**src/hdl/dhd_queue.sv**
```systemverilog
// Two-entry queue that decouples the hashing front from the probing back.
module dhd_queue #(
	parameter int W = 8
) (
	input  logic         clk,
	input  logic         arst_n,
	input  logic         push_valid,
	output logic         push_ready,
	input  logic [W-1:0] push_data,
	output logic         pop_valid,
	input  logic         pop_ready,
	output logic [W-1:0] pop_data
);

	logic [W-1:0] buf_q [2];
	logic         wr_q, rd_q;
	logic [1:0]   cnt_q;
	logic         push, pop;

	assign push_ready = (cnt_q != 2'd2);
	assign pop_valid = (cnt_q != 2'd0);
	assign pop_data = buf_q[rd_q];
	assign push = push_valid && push_ready;
	assign pop = pop_valid && pop_ready;

	always_ff @(posedge clk or negedge arst_n) begin
		if (!arst_n) begin
			wr_q <= 1'b0;
			rd_q <= 1'b0;
			cnt_q <= 2'd0;
		end else begin
			if (push) begin
				wr_q <= ~wr_q;
			end
			if (pop) begin
				rd_q <= ~rd_q;
			end
			if (push && !pop) begin
				cnt_q <= cnt_q + 2'd1;
			end else if (pop && !push) begin
				cnt_q <= cnt_q - 2'd1;
			end
		end
	end

	always_ff @(posedge clk) begin
		if (push) begin
			buf_q[wr_q] <= push_data;
		end
	end

endmodule

```
**config.mk**
```make
export PLATFORM = sky130hd
export DESIGN_NAME = dhd_queue
export DESIGN_NICKNAME = d
export VERILOG_FILES = /design/src/hdl/dhd_queue.sv
export SDC_FILE = /design/constraint.sdc
export NUM_CORES = 1
export LEC_CHECK = 0
export ABC_AREA = 1
export BUFFER_PORTS_ARGS = -buffer_cell sky130_fd_sc_hd__buf_2
export CAP_MARGIN = 30
export CORE_MARGIN = 2
export CORE_UTILIZATION = 44
export CTS_BUF_LIST = sky130_fd_sc_hd__clkbuf_4
export CTS_CLUSTER_SIZE = 8
export DETAILED_ROUTE_END_ITERATION = 12
export PLACE_DENSITY = 0.69
export SYNTH_ARGS = -nofsm -noshare
export SYNTH_HDL_FRONTEND = slang
export SYNTH_SLANG_ARGS = --single-unit
```
**constraint.sdc**
```tcl
create_clock -name clk -period 1.7 [get_ports clk]
set_input_delay 0.085 -clock clk [delete_from_list [all_inputs] [get_ports clk]]
set_output_delay 0.085 -clock clk [all_outputs]
set_load 0.1 [all_outputs]
```
==> results of run 1 <==
timing repair:
action	CTS	global route
hold endpoints to repair	20	0
hold buffers	9	0
setup endpoints to repair	0	4
resized for setup	0	4
worst min-delay path by stage:
stage                                 endpoint  depth (start not counted)
after detailed placement      rd_q$_DFFE_PN0P_                          1
after CTS                     rd_q$_DFFE_PN0P_                          3
after global routing          rd_q$_DFFE_PN0P_                          3
after global placement    cnt_q[0]$_DFFE_PN0P_                          1
final                         rd_q$_DFFE_PN0P_                          3
after floorplan           cnt_q[0]$_DFFE_PN0P_                          0
metrics by stage:
| step | cell area (um2) | hold slack [ps] | utilization (%) | std cells | worst slack, ps |
|---|---|---|---|---|---|
| 2_1_floorplan | 827 | -211 | - | 70 | 93.4 |
| 3_3_place_gp | 967 | -101 | 55.4 | 117 | 350 |
| 3_5_place_dp | 967 | -96.8 | 55.4 | 117 | 321 |
| 4_1_cts | 1110 | 42.8 | 63.6 | 130 | 63.3 |
| 5_1_grt | 1120 | 45.9 | 64.2 | 130 | 6.09 |
| 6_report | 1120 | 48.2 | 64.2 | 130 | 93.2 |
registers in the layout (all words and copies together), names as in the netlist:
name / count
buf_q: 16
cnt_q: 2
rd_q: 1
wr_q: 1
logic make-up (layout without fill, tap and decap cells):
group         after synthesis  in the layout  share of synthesized area [%]
simple gates               39             39                           20.7
fa+ha+maj                   1              1                           1.51
xor+xnor                    2              2                           3.03
buf+inv                     8             43                           4.54
flops                      20             20                           70.2
cell usage in the layout, fill, tap and decap left out:
cell type and instances:
buf_2 17, xor2_2 1, nand2_4 2, inv_2 3
xnor2_1 1, edfxtp_1 16, nand2_1 30, nand3_1 2
ha_1 1, buf_4 2, nand2_2 2, nor2_1 2
clkbuf_4 7, bufinv_16 1, dfrtp_1 4, inv_1 4
nand4_1 1, dlygate4sd3_1 9
per-layer routing:
metal / track usage [%] / up-vias
met5: 0 / -
met4: 8.33 / 0
met3: 2.31 / 4
met2: 27.8 / 10
met1: 15.5 / 278
li1: - / 295
area by class of cell:
| cell class | instances | area [um2] |
|---|---|---|
| clock buffer | 3 | 22.5 |
| tap | 25 | 31.3 |
| fill | 142 | 626 |
| inverter | 7 | 26.3 |
| clock inverter | 1 | 30.0 |
| timing repair buffer | 32 | 220 |
| multi-input combinational | 42 | 209 |
| sequential | 20 | 581 |
critical path, stage by stage, from the launching register on:
cell and delay [ps]:
dfrtp_1 500, inv_2 190, nand2_1 60, nand2_1 60, buf_2 420
==> results.md, run 1 <==
- Avg Cell Area, Syn: about 12 um2
- Area share of the largest cell type after synthesis: around 58%
- Root buffer cell: clkbuf_4
- I/O pin count: 22
- Fmax: 622 MHz
- Worst setup path end: pop_data[5]
- Clock Latency Late Sink: approximately 300 ps
- Die W: 47.4 um
- Commonest cells in the netlist: 30 x nand2_1, 16 x edfxtp_1, 4 x dfrtp_1, 4 x inv_1, 3 x inv_2
- Seq cells post-synth: 20
- Ys async rst share: approximately 20%
- Mapped Nets: between 80 and 90
- DR iter-0 viols: 14
- Post-synth cell types: 14
- Vias/cell: 4.52
- CTS buffer count: 3
- Global Route Usage Sum: between 10% and 20%
- Most frequent cell after synthesis: nand2_1
- Global-route wire length before repair: roughly 2200 um
- Crit path required time: ~1600 ps
- Setup slack, reg-to-reg: ~270 ps
- Synth Flop Type: edfxtp_1
- Met3 Wirelength: 38 um
- Vias in the first global route: 562
- Row count: 15
- Crit. End Element: output port
- Synth area leader: edfxtp_1
- DR WL/cell: 11.0 um
- EDFF count, synth: 16
- Setup TNS: 0 ps
- Synth Instances: 70
- RR Startpoint: cnt_q[0]$_DFFE_PN0P_
- GRT overflow: 0
- Crit path DAT: approximately 1500 ps
- Ranking of synthesized cells by area: edfxtp_1 58%, nand2_1 14%, dfrtp_1 12%
- Die Area: between 2000 and 2500 um2
- Run status: completed
- Layout area overhead: 35.4%
- Final Cycle Share: around 95%
- Proportion of synthesized chip area in sequential cells: 70.2%
- Sink Count: 20
- CTS max path bufs: 2
- Initial antenna violation count: 0
- Count of final setup violators: 0
- Measured slew at the worst slew-check pin: about 480 ps
- Worst hold path type: input pin to flop
- Synth warn: 0
- Via count: between 500 and 600
- Post-CTS setup buffers: 0
- Starting Density: between 40% and 50%
- Pre-antenna DRT Iters: 4
- WL met1: around 540 um
- Rel. slew slack: around two thirds
- Critical Path Start Type: flop
- Dpl hpwl: ~1100 um
- Hold path start: pop_ready
- Unrepaired setup endpoints after global routing: no
- # diodes: 0
- Crit Path Class: flop to output port
- Reg-to-Reg End: cnt_q[1]$_DFFE_PN0P_
- Reg2reg path depth: 9
- Crit path from: rd_q$_DFFE_PN0P_
- Final wirelength: around 1400 um
- Post-route minimum period: about 1600 ps
- Hold Fails Final Rpt: 0
- Crit path max fanout: 10
- CTS clock-pin slew for the worst setup and hold paths: approximately 100 ps
- ANT nets after route: 0
- Share of layout cells above drive strength 1: between 30% and 40%
- Die height: 47.4 um
- Layout Nets: 119
- CTS tree: done
- Number of max-cap violations: 0
- Port buffer count: 21
- Clock Skew: around 11 ps
- Routability congestion estimate from global placement: approximately 0.79
- Met2 WL post-DR: 834 um
- Top Layer Used: met4
- Core area: approximately 1700 um2
- Pin count of the biggest net entering global routing: 13
- Drt drc: 0
- Mapped Area: just over 800 um2
- Fin. max-slew vios: 0
- # H-tree levels: 1
Power of run 1 is left out: the tool's default activity adds up to more than one toggle a clock period on the data nets, which glitch-free logic cannot reach.
==> run 2, diff against run 1 <==
--- a/config.mk
+++ b/config.mk
@@ -11,3 +11,3 @@
 export CORE_MARGIN = 2
-export CORE_UTILIZATION = 44
+export CORE_UTILIZATION = 53
 export CTS_BUF_LIST = sky130_fd_sc_hd__clkbuf_4
@@ -15,3 +15,4 @@
 export DETAILED_ROUTE_END_ITERATION = 12
-export PLACE_DENSITY = 0.69
+export PLACE_DENSITY = 0.8
+export SKIP_CTS_REPAIR_TIMING = 1
 export SYNTH_ARGS = -nofsm -noshare
==> constraint.sdc (replaced) <==
create_clock -name clk -period 1.7 [get_ports clk]
set_input_delay 0.255 -clock clk [delete_from_list [all_inputs] [get_ports clk]]
set_output_delay 0.255 -clock clk [all_outputs]
set_load 0.1 [all_outputs]
==> run 2 against run 1 <==
Cell count fell by 13%. Non-clock buffer count decreased by 8. Die area fell by 16%. Global-route usage rose by 4.9 points. Critical path depth down 1. Largest cell class unchanged.
==> results.md, run 2 (same netlist as run 1, synthesis figures left out) <==
- Global Route Usage Sum: roughly a fifth
- Most frequent cells in the layout: 30 x nand2_1, 16 x edfxtp_1, 13 x buf_2, 8 x buf_12
- ANT nets after route: 0
- Measured slew at the worst slew-check pin: around 480 ps
- Crit path from: cnt_q[1]$_DFFE_PN0P_
- Layout Nets: 111
- Via count: roughly 570
- Reg2reg path depth: 9
- CTS buffer count: 3
- Fmax: between 600 and 700 MHz
- Port buffer count: 21
- Starting Density: about 56%
- Post-route minimum period: ~1600 ps
- Max reg flops: 16
- Core area: 1490 um2
- # H-tree levels: 1
- Row count: 14
- Routability congestion estimate from global placement: ~0.83
- Pre-antenna DRT Iters: 4
- Crit path DAT: between 1000 and 1500 ps
- Unrepaired setup endpoints after global routing: no
- DR WL/cell: 13.7 um
- Clock Skew: about 6.8 ps
- Fin. max-slew vios: 0
- Share of layout cells above drive strength 1: a little under two fifths
- Hold path start: push_data[1]
- Biggest register: buf_q
- Hold Path Cell Cnt: 1
- Vias in the first global route: 559
- Critical Path Start Type: flop
- Worst hold path type: input pin to flop
- Crit path required time: 1440 ps
- # diodes: 0
- GRT overflow: 0
- Crit Path Class: flop to output port
- Layout area overhead: 35.4%
- Number of max-cap violations: 0
- Crit path max fanout: 3
- Run status: completed
- Global-route wire length before repair: 2570 um
- Rel. slew slack: between 60% and 70%
- RR Startpoint: cnt_q[0]$_DFFE_PN0P_
- CTS clock-pin slew for the worst setup and hold paths: 100 ps
- Die height: 43.5 um
- Count of final setup violators: 0
- Dpl hpwl: around 1100 um
- Clock Latency Late Sink: 290 ps
- Largest regs: buf_q x16, cnt_q x2
- Hold Fails Final Rpt: 0
- Pin count of the biggest net entering global routing: 12
- Final Cycle Share: between 90 and 100%
- DR iter-0 viols: 35
- I/O pin count: 22
- Drt drc: 0
- Die Area: 1890 um2
- Placement Cell Area: roughly 1100 um2
- Final wirelength: 1540 um
- Setup TNS: 0 ps
- Die W: around 44 um
- Commonest non-fill, non-tap cell in the layout: nand2_1
- FILL cells: between 90 and 100
- Crit. End Element: output port
- Initial antenna violation count: 0
- Root buffer cell: clkbuf_4
- Vias/cell: approximately 5.0
- Final Cell Area: between 1000 and 1500 um2
- CTS max path bufs: 2
- CTS tree: done
- Sink Count: 20
==> run 2: cell types whose count changed in the layout (fill, tap and decap cells not counted), sizes merged <==
| cell | before | now |
|---|---|---|
| dlygate4sd3 | 9 | 1 |
| buf | 19 | 23 |
| clkbuf | 7 | 4 |
| bufinv | 1 | 0 |
==> run 2: final cells by class <==
cell class | count | area [um2] | area share (%)
sequential | 20 | 582 | 52.0
timing repair buffer | 24 | 250 | 22.3
multi-input combinational | 42 | 209 | 18.7
clock buffer | 4 | 30.0 | 2.68
inverter | 7 | 28.8 | 2.57
tap | 16 | 20.0 | 1.79
==> run 2: worst paths after layout <==
kind | end | slack, ps
worst min-delay path | buf_q[0][1]$_DFFE_PP_ | 140
worst max register to register | cnt_q[1]$_DFFE_PN0P_ | 300
worst min register to register | cnt_q[0]$_DFFE_PN0P_ | 550
min in group asynchronous | cnt_q[0]$_DFFE_PN0P_ | 290
worst max-delay path | pop_valid | 100
max in group asynchronous | rd_q$_DFFE_PN0P_ | 1280
==> run 2: metrics by stage <==
| stage | std cells | worst slack [ps] | hold slack (ps) | util [%] |
|---|---|---|---|---|
| 6_report | 113 | 103 | 140 | 75.2 |
| 5_1_grt | 113 | 27.0 | 124 | 75.2 |
| 4_1_cts | 112 | 17.4 | -254 | 74.3 |
| 3_5_place_dp | 108 | 295 | 67.2 | 72.3 |
| 3_3_place_gp | 108 | 382 | 66.5 | 72.3 |
| 2_1_floorplan | 70 | 93.4 | -40.6 | - |
==> run 2: routing by layer <==
metal,vias up,track usage [%],part of all wire [%]
met5,-,0,0
li1,276,-,-
met4,0,5.45,0.65
met1,266,22.8,38
met3,2,6.25,5.3
met2,21,35.5,56
==> run 2: critical path: stages (launching register included) <==
cell and delay [ps]:
dfrtp_1 450, inv_2 70, nand2_2 100, buf_2 430
Power of run 2 is left out for the same reason.
