$ cat src/hdl/dhd_pkg.sv
// Shared types, codes and constants of the double-hash dictionary.
package dhd_pkg;

	localparam int DEF_TABLE_SLOTS = 4093;
	localparam int DEF_MAX_LEN = 12;

	localparam int NUM_SYM = 12;
	localparam int LEN_W = 4;
	localparam int SYM_W = 2 * NUM_SYM;
	localparam int ENTRY_W = LEN_W + SYM_W;

	typedef enum logic {
		CMD_INSERT = 1'b0,
		CMD_FIND   = 1'b1
	} cmd_t;

	typedef enum logic [1:0] {
		ST_ABSENT  = 2'd0,
		ST_PRESENT = 2'd1,
		ST_FULL    = 2'd2
	} status_t;

	// One normalized request as it travels from the front to the back.
	typedef struct packed {
		cmd_t                    cmd;
		logic                    zero_len;
		logic [LEN_W-1:0]        len;
		logic [NUM_SYM-1:0][1:0] syms;
	} job_t;

	localparam int JOB_W = $bits(job_t);

	typedef enum logic [1:0] {
		F_IDLE,
		F_HASH,
		F_PUSH
	} front_state_t;

	typedef enum logic [1:0] {
		B_CLEAR,
		B_IDLE,
		B_READ,
		B_CHECK
	} back_state_t;

endpackage

$ cat src/hdl/dhd_front.sv
// Front end: takes a request, normalizes it and computes both hash residues.
module dhd_front import dhd_pkg::*; #(
	parameter int TABLE_SLOTS = DEF_TABLE_SLOTS,
	parameter int MAX_LEN = DEF_MAX_LEN,
	parameter int SLOT_W = $clog2(TABLE_SLOTS)
) (
	input  logic              clk,
	input  logic              arst_n,
	input  logic              enable,
	input  logic              in_valid,
	output logic              in_ready,
	input  logic              cmd,
	input  logic [LEN_W-1:0]  length,
	input  logic [SYM_W-1:0]  symbols,
	output logic              push_valid,
	input  logic              push_ready,
	output job_t              push_job,
	output logic [SLOT_W-1:0] push_pos,
	output logic [SLOT_W-1:0] push_step
);

	localparam int T_W = SLOT_W + 3;
	localparam logic [T_W-1:0] MOD_A = T_W'(TABLE_SLOTS);
	localparam logic [T_W-1:0] MOD_B = T_W'(TABLE_SLOTS - 1);

	front_state_t            state_q, state_nx;
	job_t                    job_q;
	logic [LEN_W-1:0]        idx_q;
	logic [SLOT_W-1:0]       ra_q, rb_q;
	logic [LEN_W-1:0]        len_sat;
	logic [NUM_SYM-1:0][1:0] sym_m;
	logic [2:0]              code;
	logic                    accept;

	// Reduces t < 5*m into [0, m) by taking off the largest fitting multiple.
	function automatic logic [SLOT_W-1:0] reduce(input logic [T_W-1:0] t,
			input logic [T_W-1:0] m);
		logic [T_W-1:0] r;
		r = t;
		if (t >= (m << 2)) begin
			r = t - (m << 2);
		end else if (t >= (m << 1) + m) begin
			r = t - ((m << 1) + m);
		end else if (t >= (m << 1)) begin
			r = t - (m << 1);
		end else if (t >= m) begin
			r = t - m;
		end
		return r[SLOT_W-1:0];
	endfunction

	always_comb begin
		len_sat = (length > LEN_W'(MAX_LEN)) ? LEN_W'(MAX_LEN) : length;
		for (int i = 0; i < NUM_SYM; i++) begin
			sym_m[i] = (LEN_W'(i) < len_sat) ? symbols[2*i +: 2] : 2'b00;
		end
	end

	assign accept = in_valid && in_ready;
	assign code = {1'b0, job_q.syms[idx_q]} + 3'd1;

	always_comb begin
		state_nx = state_q;
		unique case (state_q)
			F_IDLE: begin
				if (accept) begin
					state_nx = (len_sat == '0) ? F_PUSH : F_HASH;
				end
			end
			F_HASH: begin
				if (idx_q == '0) begin
					state_nx = F_PUSH;
				end
			end
			F_PUSH: begin
				if (push_ready) begin
					state_nx = F_IDLE;
				end
			end
			default: state_nx = F_IDLE;
		endcase
	end

	always_comb begin
		in_ready = (state_q == F_IDLE) && enable;
		push_valid = (state_q == F_PUSH);
		push_job = job_q;
		push_pos = ra_q;
		push_step = rb_q + SLOT_W'(1);
	end

	always_ff @(posedge clk or negedge arst_n) begin
		if (!arst_n) begin
			state_q <= F_IDLE;
		end else begin
			state_q <= state_nx;
		end
	end

	// Horner evaluation from the highest symbol down, reduced every step.
	always_ff @(posedge clk) begin
		if (accept) begin
			job_q.cmd <= cmd_t'(cmd);
			job_q.zero_len <= (len_sat == '0);
			job_q.len <= len_sat;
			job_q.syms <= sym_m;
			idx_q <= len_sat - LEN_W'(1);
			ra_q <= '0;
			rb_q <= '0;
		end else if (state_q == F_HASH) begin
			ra_q <= reduce((T_W'(ra_q) << 2) + T_W'(ra_q) + T_W'(code), MOD_A);
			rb_q <= reduce((T_W'(rb_q) << 2) + T_W'(rb_q) + T_W'(code), MOD_B);
			idx_q <= idx_q - LEN_W'(1);
		end
	end

endmodule

$ cat config.mk
export PLATFORM = sky130hd
export DESIGN_NAME = dhd_front
export DESIGN_NICKNAME = d
export VERILOG_FILES = /design/src/hdl/dhd_pkg.sv /design/src/hdl/dhd_front.sv
export SDC_FILE = /design/constraint.sdc
export NUM_CORES = 1
export LEC_CHECK = 0
export ABC_AREA = 1
export BUFFER_PORTS_ARGS = -buffer_cell sky130_fd_sc_hd__buf_2
export CAP_MARGIN = 20
export CORE_AREA = 4 4 144 146
export DETAILED_ROUTE_END_ITERATION = 10
export DIE_AREA = 0 0 148 150
export PLACE_DENSITY = 0.67
export SETUP_SLACK_MARGIN = 0.15
export SLEW_MARGIN = 20
export SYNTH_ARGS = -nofsm -noshare
export SYNTH_HDL_FRONTEND = slang
export SYNTH_SLANG_ARGS = --single-unit
$ cat constraint.sdc
create_clock -name clk -period 4 [get_ports clk]
set_input_delay 1 -clock clk [delete_from_list [all_inputs] [get_ports clk]]
set_output_delay 1 -clock clk [all_outputs]
set_load 0.01 [all_outputs]
==> out/qor.yml, run 1 <==
grt:
  grt_use_total_pct: 21.2
  grt_pass1_wl_um: 38300
  grt_start_max_net_pins: 32
  grt_pass1_vias: 7795
  overflow: 0
  antenna_found_initial: 0
detailed_routing:
  wl_um: 25200
  remaining_drc_errors: 0
  vias: 8503
  via_per_inst: 5.12
  first_iter_violations: 720
  routedWlPerCell_um: 15.1
  final_antenna_net_count: 0
  drt_first_pass_iters: 7
final_layout:
  drive_gt1_share_pct: 31.3
  stdcell_area_um2: 10400
  final_util_pct: 53.4
  area_delta_synth_final_pct: 35.3
  nets: 1503
  most-common-layout-cells: "nand2_1, inv_1, nor2_1"
  diodes: 0
  final_common_cell: "nand2_1"
setup_path:
  cp.required_ps: 4270
  reg2regPathDepth: 22
  cp_cell_sequence: "buf_6, o21ai_2, o22ai_1, o211ai_1, nand2_1, ha_4, buf_4, ha_4, ha_4, fa_2, ha_4, nand2_4, a21o_1, nor2_4, nand3_2, nand3_4, nand2_8, inv_8, nor2_1, nand2_1, nand2_1, a21oi_2"
  worstSetupEndpointType: "register"
  worstPathArrival_ps: 4380
  crit_type: "reg -> reg"
  r2r-end: "push_pos[3]$_SDFFE_PP0P_"
  cp_max_fo: 8
  crit_path_frequent_cell: "ha_4"
  r2r_slack_ps: -110
  crit_slowest_cell: "fa_2"
  path_depth: 22
  cp-endpoint: "push_pos[3]$_SDFFE_PP0P_"
  crit_path_start_kind: "register"
  crit_family: "adder cells"
  cp_slowest_stage_delay_ps: 640
  cp.buffers_inverters: 3
  rr_startpoint: "idx_q[0]$_DFFE_PP_"
  crit_start: "idx_q[0]$_DFFE_PP_"
timing:
  whs_ps: 434
  clock.fmax_mhz: 243
  period_share_pct: 103
  fin_worst_skew_ps: 8.85
  finalCriticalPeriod_ps: 4110
  finalSetupViolCount: 13
  relSlewSlack_pct: 60.1
  slew_viol_final: 0
  finalSetupTns_ps: -550
  hold_violations: 0
  finalWorstSetupSlack_ps: -111
  worst_pin_slew_ps: 598
  rsz0062_at_grt: "true"
floorplanning:
  core_um2: 19400
  die_area_um2: 22200
  die_h_um: 150
  start_util_pct: 39.5
  rows: 51
  chipWidth_um: 148
  pin_count: 90
clock_network:
  root_buffer: "clkbuf_16"
  cts_tree: "yes"
  clk_latency_ps: 340
  cts_max_path_buffers: 2
  numCtsBuffers: 9
  htreeDepth: 3
  postCtsHoldBufs: 0
  clk_pin_slew_ps: 50
  clock-sinks: 60
yosys:
  synthFlopType: "edfxtp_1"
  synth_fp_nets: 1291
  yosysSeqAreaShare_pct: 20.3
  yosys_warnings: 0
  synth-edff-count: 34
  synthDistinctLibCells: 51
  yosys_register_bits: 60
  synth_area_um2: 7660
  synth.avg_cell_area_um2: 6.49
  async_flop_share_pct: 3.33
  syn_inst: 1180
placed_design:
  gp_congestion: 0.947
  io_buffers: 89
  hpwl_um: 18500
  place_area_um2: 9120
outcome:
  status: "finished, violations left"
  failed_checks: "negative setup slack"
flow_run:
  cap_violations: 0
min_path:
  holdCritPathClass: "in -> async"
[registers in the layout (all words and copies together), names as in the netlist]
name / count
rb_q: 12
push_pos: 12
push_job: 30
state_q: 2
idx_q: 4
[per-layer routing]
metal	vias up	wire length, um	global-route usage (%)
met5	-	0	0
met1	3918	10200	25.9
met3	75	1340	3.18
met2	284	12700	38.2
met4	0	905	7.21
li1	4226	-	-
[metrics by stage]
stage	worst slack, ps	instances
2_1_floorplan	152	1180
3_3_place_gp	-55.1	1614
3_5_place_dp	-260	1614
4_1_cts	17.7	1640
5_1_grt	-351	1662
6_report	-111	1662
[cells by family after synthesis]
group	Yosys count	share of synthesized area, %
compound gates	138	10.2
xor+xnor	70	8.11
mux	1	0.131
simple gates	630	37.9
buf+inv	204	10.6
fa+ha+maj	77	12.8
flops	60	20.3
[Yosys cell counts, types with 5 or more instances]
library cell / number / area, um2
a21o_1: 5 / 37.5
a21oi_1: 61 / 305
a21oi_2: 7 / 61.3
buf_6: 5 / 56.3
clkbuf_1: 11 / 41.3
dfxtp_1: 24 / 480
edfxtp_1: 34 / 1020
ha_1: 75 / 938
inv_1: 170 / 638
inv_2: 10 / 37.5
nand2_1: 311 / 1170
nand2_2: 22 / 138
nand2_4: 10 / 113
nand3_1: 82 / 410
nand3_2: 10 / 100
nand3b_1: 5 / 37.5
nand4_1: 26 / 163
nor2_1: 131 / 492
nor2_2: 10 / 62.6
nor2_4: 7 / 78.8
nor3_1: 6 / 30.0
o21ai_0: 45 / 225
xnor2_1: 5 / 43.8
xor2_1: 64 / 561
[what timing repair did]
action,in CTS,in global routing
buffers inserted,7,19
gates resized for setup,60,119
pin swaps,25,47
cloned,3,3
setup endpoints to repair,22,22
[cell type report]
type                       instances  area, um2
fill                            1854       9040
multi-input combinational        920       5950
sequential                        60       1550
timing repair buffer             217       1500
inverter                         183        717
tap                              265        332
clock buffer                      14        264
clock inverter                     2       35.0
timing repair inverter             1       11.3
[worst min path at each step]
| stage | slack, ps | to | startpoint | depth (start not counted) |
|---|---|---|---|---|
| 6_report | 430 | state_q[1]$_DFFE_PN0P_ | arst_n | 1 |
| 5_1_grt | 430 | state_q[0]$_DFFE_PN0P_ | arst_n | 1 |
| 4_1_cts | 420 | state_q[1]$_DFFE_PN0P_ | arst_n | 1 |
| 3_5_place_dp | 500 | push_pos[11]$_SDFFE_PP0P_ | push_pos[11]$_SDFFE_PP0P_ | 2 |
| 3_3_place_gp | 490 | push_pos[11]$_SDFFE_PP0P_ | push_pos[11]$_SDFFE_PP0P_ | 2 |
| 2_1_floorplan | 490 | rb_q[3]$_SDFFE_PP0P_ | rb_q[3]$_SDFFE_PP0P_ | 2 |
Power of run 1 is left out: the tool's default activity adds up to more than one toggle a clock period on the data nets, which glitch-free logic cannot reach.
==> run 2: changes to the inputs <==
- CORE_AREA: 4 4 144 146 -> 4 4 118 120
- DIE_AREA: 0 0 148 150 -> 0 0 122 124
- PLACE_DENSITY: 0.67 -> 0.88
- clock period: 4 -> 4.15 ns (I/O delays scaled with it)
==> run 2 against run 1 <==
  * The flow finishes with violations (design-rule violations, negative setup slack)
  * Global-route usage rose by 10 points
  * Routed wire length rose by 14%
  * Via count rose by 10%
  * Critical path type unchanged
  * Largest cell class unchanged
  * Highest routed layer unchanged
==> out/qor.yml, run 2 (synthesis results as in run 1) <==
setup_path:
  cp_slowest_stage_delay_ps: 500
  r2r-end: "rb_q[11]$_SDFFE_PP0P_"
  rr_startpoint: "idx_q[0]$_DFFE_PP_"
  cp.required_ps: 4380
  r2r_slack_ps: -200
  crit_type: "reg -> reg"
  crit_path_start_kind: "register"
  crit_slowest_cell: "edfxtp_1"
  cp_max_fo: 8
  worstSetupEndpointType: "register"
  crit_path_frequent_cell: "nand2_2"
  worstPathArrival_ps: 4590
  reg2regPathDepth: 28
final_layout:
  diodes: 0
  largest_reg_flops: 30
  nets: 1473
  drive_gt1_share_pct: 31.8
  most-common-layout-cells: "nand2_1, inv_1, nor2_1"
  fin_cells: 1543
  final_common_cell: "nand2_1"
  area_delta_synth_final_pct: 32.7
detailed_routing:
  routedWlPerCell_um: 18.6
  via_per_inst: 6.08
  drt_first_pass_iters: 9
  first_iter_violations: 1291
  remaining_drc_errors: 1
  vias: 9387
  final_antenna_net_count: 0
  wl_um: 28600
clock_network:
  root_buffer: "clkbuf_16"
  htreeDepth: 3
  clock-sinks: 60
  cts_max_path_buffers: 2
  cts_tree: "yes"
  postCtsHoldBufs: 0
  clk_latency_ps: 350
  numCtsBuffers: 9
  clk_pin_slew_ps: 60
outcome:
  failed_checks: "design-rule violations, negative setup slack"
  status: "finished, violations left"
timing:
  relSlewSlack_pct: 62.6
  clock.fmax_mhz: 230
  rsz0062_at_grt: "true"
  hold_violations: 0
  finalSetupViolCount: 22
  period_share_pct: 105
  fin_worst_skew_ps: 9.41
  worst_pin_slew_ps: 560
  slew_viol_final: 0
  finalCriticalPeriod_ps: 4350
  whs_ps: 464
  finalWorstSetupSlack_ps: -204
  finalSetupTns_ps: -1890
grt:
  grt_use_total_pct: 31.3
  grt_start_max_net_pins: 32
  grt_pass1_wl_um: 38000
  antenna_found_initial: 0
  overflow: 0
  grt_pass1_vias: 8037
floorplanning:
  core_um2: 13000
  rows: 42
  start_util_pct: 59.0
  die_area_um2: 15100
  die_h_um: 124
  chipWidth_um: 122
  pin_count: 90
min_path:
  holdCritPathClass: "in -> async"
placed_design:
  io_buffers: 89
  hpwl_um: 17100
  dp_cells: 1481
  gp_congestion: 0.998
flow_run:
  cap_violations: 0
## run 2: changes by cell type in the layout (fill, tap and decap cells not counted), moves of 5 or more
cell     previous run  this run
buf_6              18        23
buf_4             108        73
nand2_4            15        22
nor2_2             18        27
a21oi_1            51        46
nor2_1            109       104
nand2_1           274       266
## run 2: area by class of cell
type	instances	area, um2
clock buffers	9	225
clock inverters	7	75.1
inverters	183	722
flip-flops and latches	60	1550
multi-input cells	920	6080
repair buffers	187	1280
fillers	841	2820
repair inverters	1	7.51
well taps	176	220
## run 2: routing by layer
metal / track usage, % / vias up / part of all wire, % / routed length, um
met4: 14.3 / 0 / 7.5 / 2140
li1: - / 4163 / - / -
met5: 0 / - / 0 / 0
met3: 5.50 / 244 / 11 / 3140
met1: 38.6 / 4230 / 35 / 9990
met2: 53.3 / 750 / 47 / 13400
## run 2: worst max-delay path by stage
stage	from	end	slack, ps	cells past startpoint
final	idx_q[0]$_DFFE_PP_	rb_q[11]$_SDFFE_PP0P_	-200	28
after global routing	idx_q[0]$_DFFE_PP_	rb_q[11]$_SDFFE_PP0P_	-400	25
after CTS	idx_q[0]$_DFFE_PP_	rb_q[4]$_SDFFE_PP0P_	120	26
after detailed placement	idx_q[0]$_DFFE_PP_	rb_q[2]$_SDFFE_PP0P_	-140	25
after global placement	idx_q[0]$_DFFE_PP_	rb_q[11]$_SDFFE_PP0P_	-20	26
after floorplan	idx_q[0]$_DFFE_PP_	rb_q[2]$_SDFFE_PP0P_	160	26
## run 2: critical path, delay by kind of cell (launching register included)
family / cells / cell delay (ps)
buffers and inverters: 5 / 650
DFF: 1 / 500
AOI/OAI and AO/OA: 3 / 380
adders and majority gates: 4 / 1040
and+or+nand+nor: 16 / 1650
## run 2: timing repair
item | 4_1_cts | 5_1_grt
pin swaps | 44 | 56
resized for setup | 61 | 172
cloned | 5 | 4
setup endpoints to repair | 22 | 22
buffers inserted | 17 | 20
## run 2: through the flow
| step | setup WS, ps | instance area [um2] | util, % |
|---|---|---|---|
| after global routing | -399 | 10200 | 78.3 |
| after floorplan | 156 | 7670 | - |
| after detailed placement | -143 | 8650 | 66.7 |
| final | -204 | 10200 | 78.3 |
| after CTS | 119 | 9360 | 72.1 |
| after global placement | -21.5 | 8650 | 66.7 |
Power of run 2 is left out for the same reason.
==> run 3: changes to the inputs <==
- CORE_AREA: 4 4 118 120 -> 4 4 123 125
- DIE_AREA: 0 0 122 124 -> 0 0 127 129
- PLACE_DENSITY: 0.88 -> 0.85
- clock period: 4.15 -> 3.5 ns (I/O delays scaled with it)
==> run 3 against run 2 <==
  * The flow finishes with violations (negative setup slack)
  * Critical path depth increased by 1
  * Sequential share of layout area decreased by 1.2 points
  * Flip-flop and latch count unchanged
  * Worst setup slack got worse by 700 ps
  * Count of clock-buffer cells in the layout increased by 1
  * Final cell count increased by 6.2%
  * Die area increased by 8.3%
  * Global-route usage increased by 0.86 points
  * Worst hold slack got worse by 160 ps
  * Highest routed layer unchanged
==> out/qor.yml, run 3 (synthesis results as in run 1) <==
outcome:
  status: "finished, violations left"
  failed_checks: "negative setup slack"
timing:
  clock.fmax_mhz: 227
  fin_worst_skew_ps: 11.2
  relSlewSlack_pct: 42.0
  slew_viol_final: 0
  finalSetupViolCount: 22
  finalSetupTns_ps: -15810
  worst_pin_slew_ps: 869
  whs_ps: 305
  hold_violations: 0
  finalWorstSetupSlack_ps: -904
  period_share_pct: 126
  finalCriticalPeriod_ps: 4400
  rsz0062_at_grt: "true"
final_layout:
  diodes: 0
  nets: 1564
  final_common_cell: "nand2_1"
  largest_reg_flops: 30
  area_delta_synth_final_pct: 44.1
  most-common-layout-cells: "nand2_1, buf_4, inv_1"
  drive_gt1_share_pct: 37.4
detailed_routing:
  vias: 10100
  via_per_inst: 6.19
  drt_first_pass_iters: 11
  wl_um: 32900
  first_iter_violations: 1303
  final_antenna_net_count: 0
  routedWlPerCell_um: 20.1
  remaining_drc_errors: 0
floorplanning:
  core_um2: 13900
  die_h_um: 129
  chipWidth_um: 127
  pin_count: 90
  rows: 43
  start_util_pct: 55.2
  die_area_um2: 16400
grt:
  grt_use_total_pct: 32.1
  overflow: 0
  grt_pass1_vias: 9054
  grt_start_max_net_pins: 32
  grt_pass1_wl_um: 42600
  antenna_found_initial: 0
min_path:
  holdCritPathClass: "in -> async"
clock_network:
  clock-sinks: 60
  root_buffer: "clkbuf_16"
  htreeDepth: 3
  clk_pin_slew_ps: 60
  cts_max_path_buffers: 2
  cts_tree: "yes"
  postCtsHoldBufs: 0
  clk_latency_ps: 350
  numCtsBuffers: 9
flow_run:
  cap_violations: 0
setup_path:
  cp.required_ps: 3770
  crit_type: "reg -> reg"
  worstPathArrival_ps: 4680
  crit_path_start_kind: "register"
  cp_slowest_stage_delay_ps: 470
  rr_startpoint: "idx_q[0]$_DFFE_PP_"
  crit_path_frequent_cell: "nand2_1"
  crit_start: "idx_q[0]$_DFFE_PP_"
  worstSetupEndpointType: "register"
  crit_slowest_cell: "edfxtp_1"
  cp_max_fo: 10
placed_design:
  io_buffers: 89
  hpwl_um: 18900
  gp_congestion: 0.934
[run 3: cell types whose count changed in the layout (fill, tap and decap cells not counted), moves of 6 or more]
| cell | delta |
|---|---|
| a21oi_1 | -12 |
| buf_6 | -6 |
| buf_4 | +90 |
| a21oi_2 | +11 |
| o21ai_1 | +6 |
[run 3: per-stage QoR]
step | instances | utilization [%] | setup slack [ps] | instance area (um2)
floorplan | 1180 | - | -327 | 7840
global placement | 1576 | 68.5 | -483 | 9500
detailed placement | 1576 | 68.5 | -712 | 9500
CTS | 1612 | 74.1 | -523 | 10300
global route | 1638 | 79.5 | -1010 | 11000
finish | 1638 | 79.5 | -904 | 11000
[run 3: worst max-delay path, delay by kind of cell, from the launching register on]
family / cells / cell delay (ps)
fa+ha+maj: 4 / 1040
flops: 1 / 470
simple gates: 18 / 1850
buf+inv: 5 / 600
compound gates: 2 / 330
[run 3: final timing paths]
path,endpoint,slack [ps],depth (start not counted)
max in group asynchronous,state_q[0]$_DFFE_PN0P_,3100,1
worst max-delay path,rb_q[6]$_SDFFE_PP0P_,-900,29
min in group clk,push_pos[11]$_SDFFE_PP0P_,520,2
worst max register to register,rb_q[6]$_SDFFE_PP0P_,-900,29
worst min-delay path,state_q[1]$_DFFE_PN0P_,310,1
worst min register to register,push_pos[11]$_SDFFE_PP0P_,520,2
[run 3: cell type report]
class / instances / area [um2]
Fill cell: 810 / 2850
Sequential cell: 60 / 1550
Clock inverter: 6 / 65.1
Multi-Input combinational cell: 920 / 6220
Inverter: 183 / 729
Tap cell: 180 / 225
Timing Repair Buffer: 276 / 2000
Timing Repair inverter: 3 / 22.5
Clock buffer: 10 / 229
[run 3: what timing repair did]
action / CTS / global route
pin swaps: 53 / 61
setup endpoints to repair: 22 / 22
buffers inserted: 15 / 23
gates cloned: 5 / 3
resized for setup: 86 / 134
[run 3: routing by layer]
layer,GRT usage (%),vias to the layer above,share of wire [%]
li1,-,4352,-
met1,34.9,4608,33
met2,57.1,840,48
met3,6.56,337,10
met4,20.5,0,9.4
met5,0,-,0
Power of run 3 is left out for the same reason.
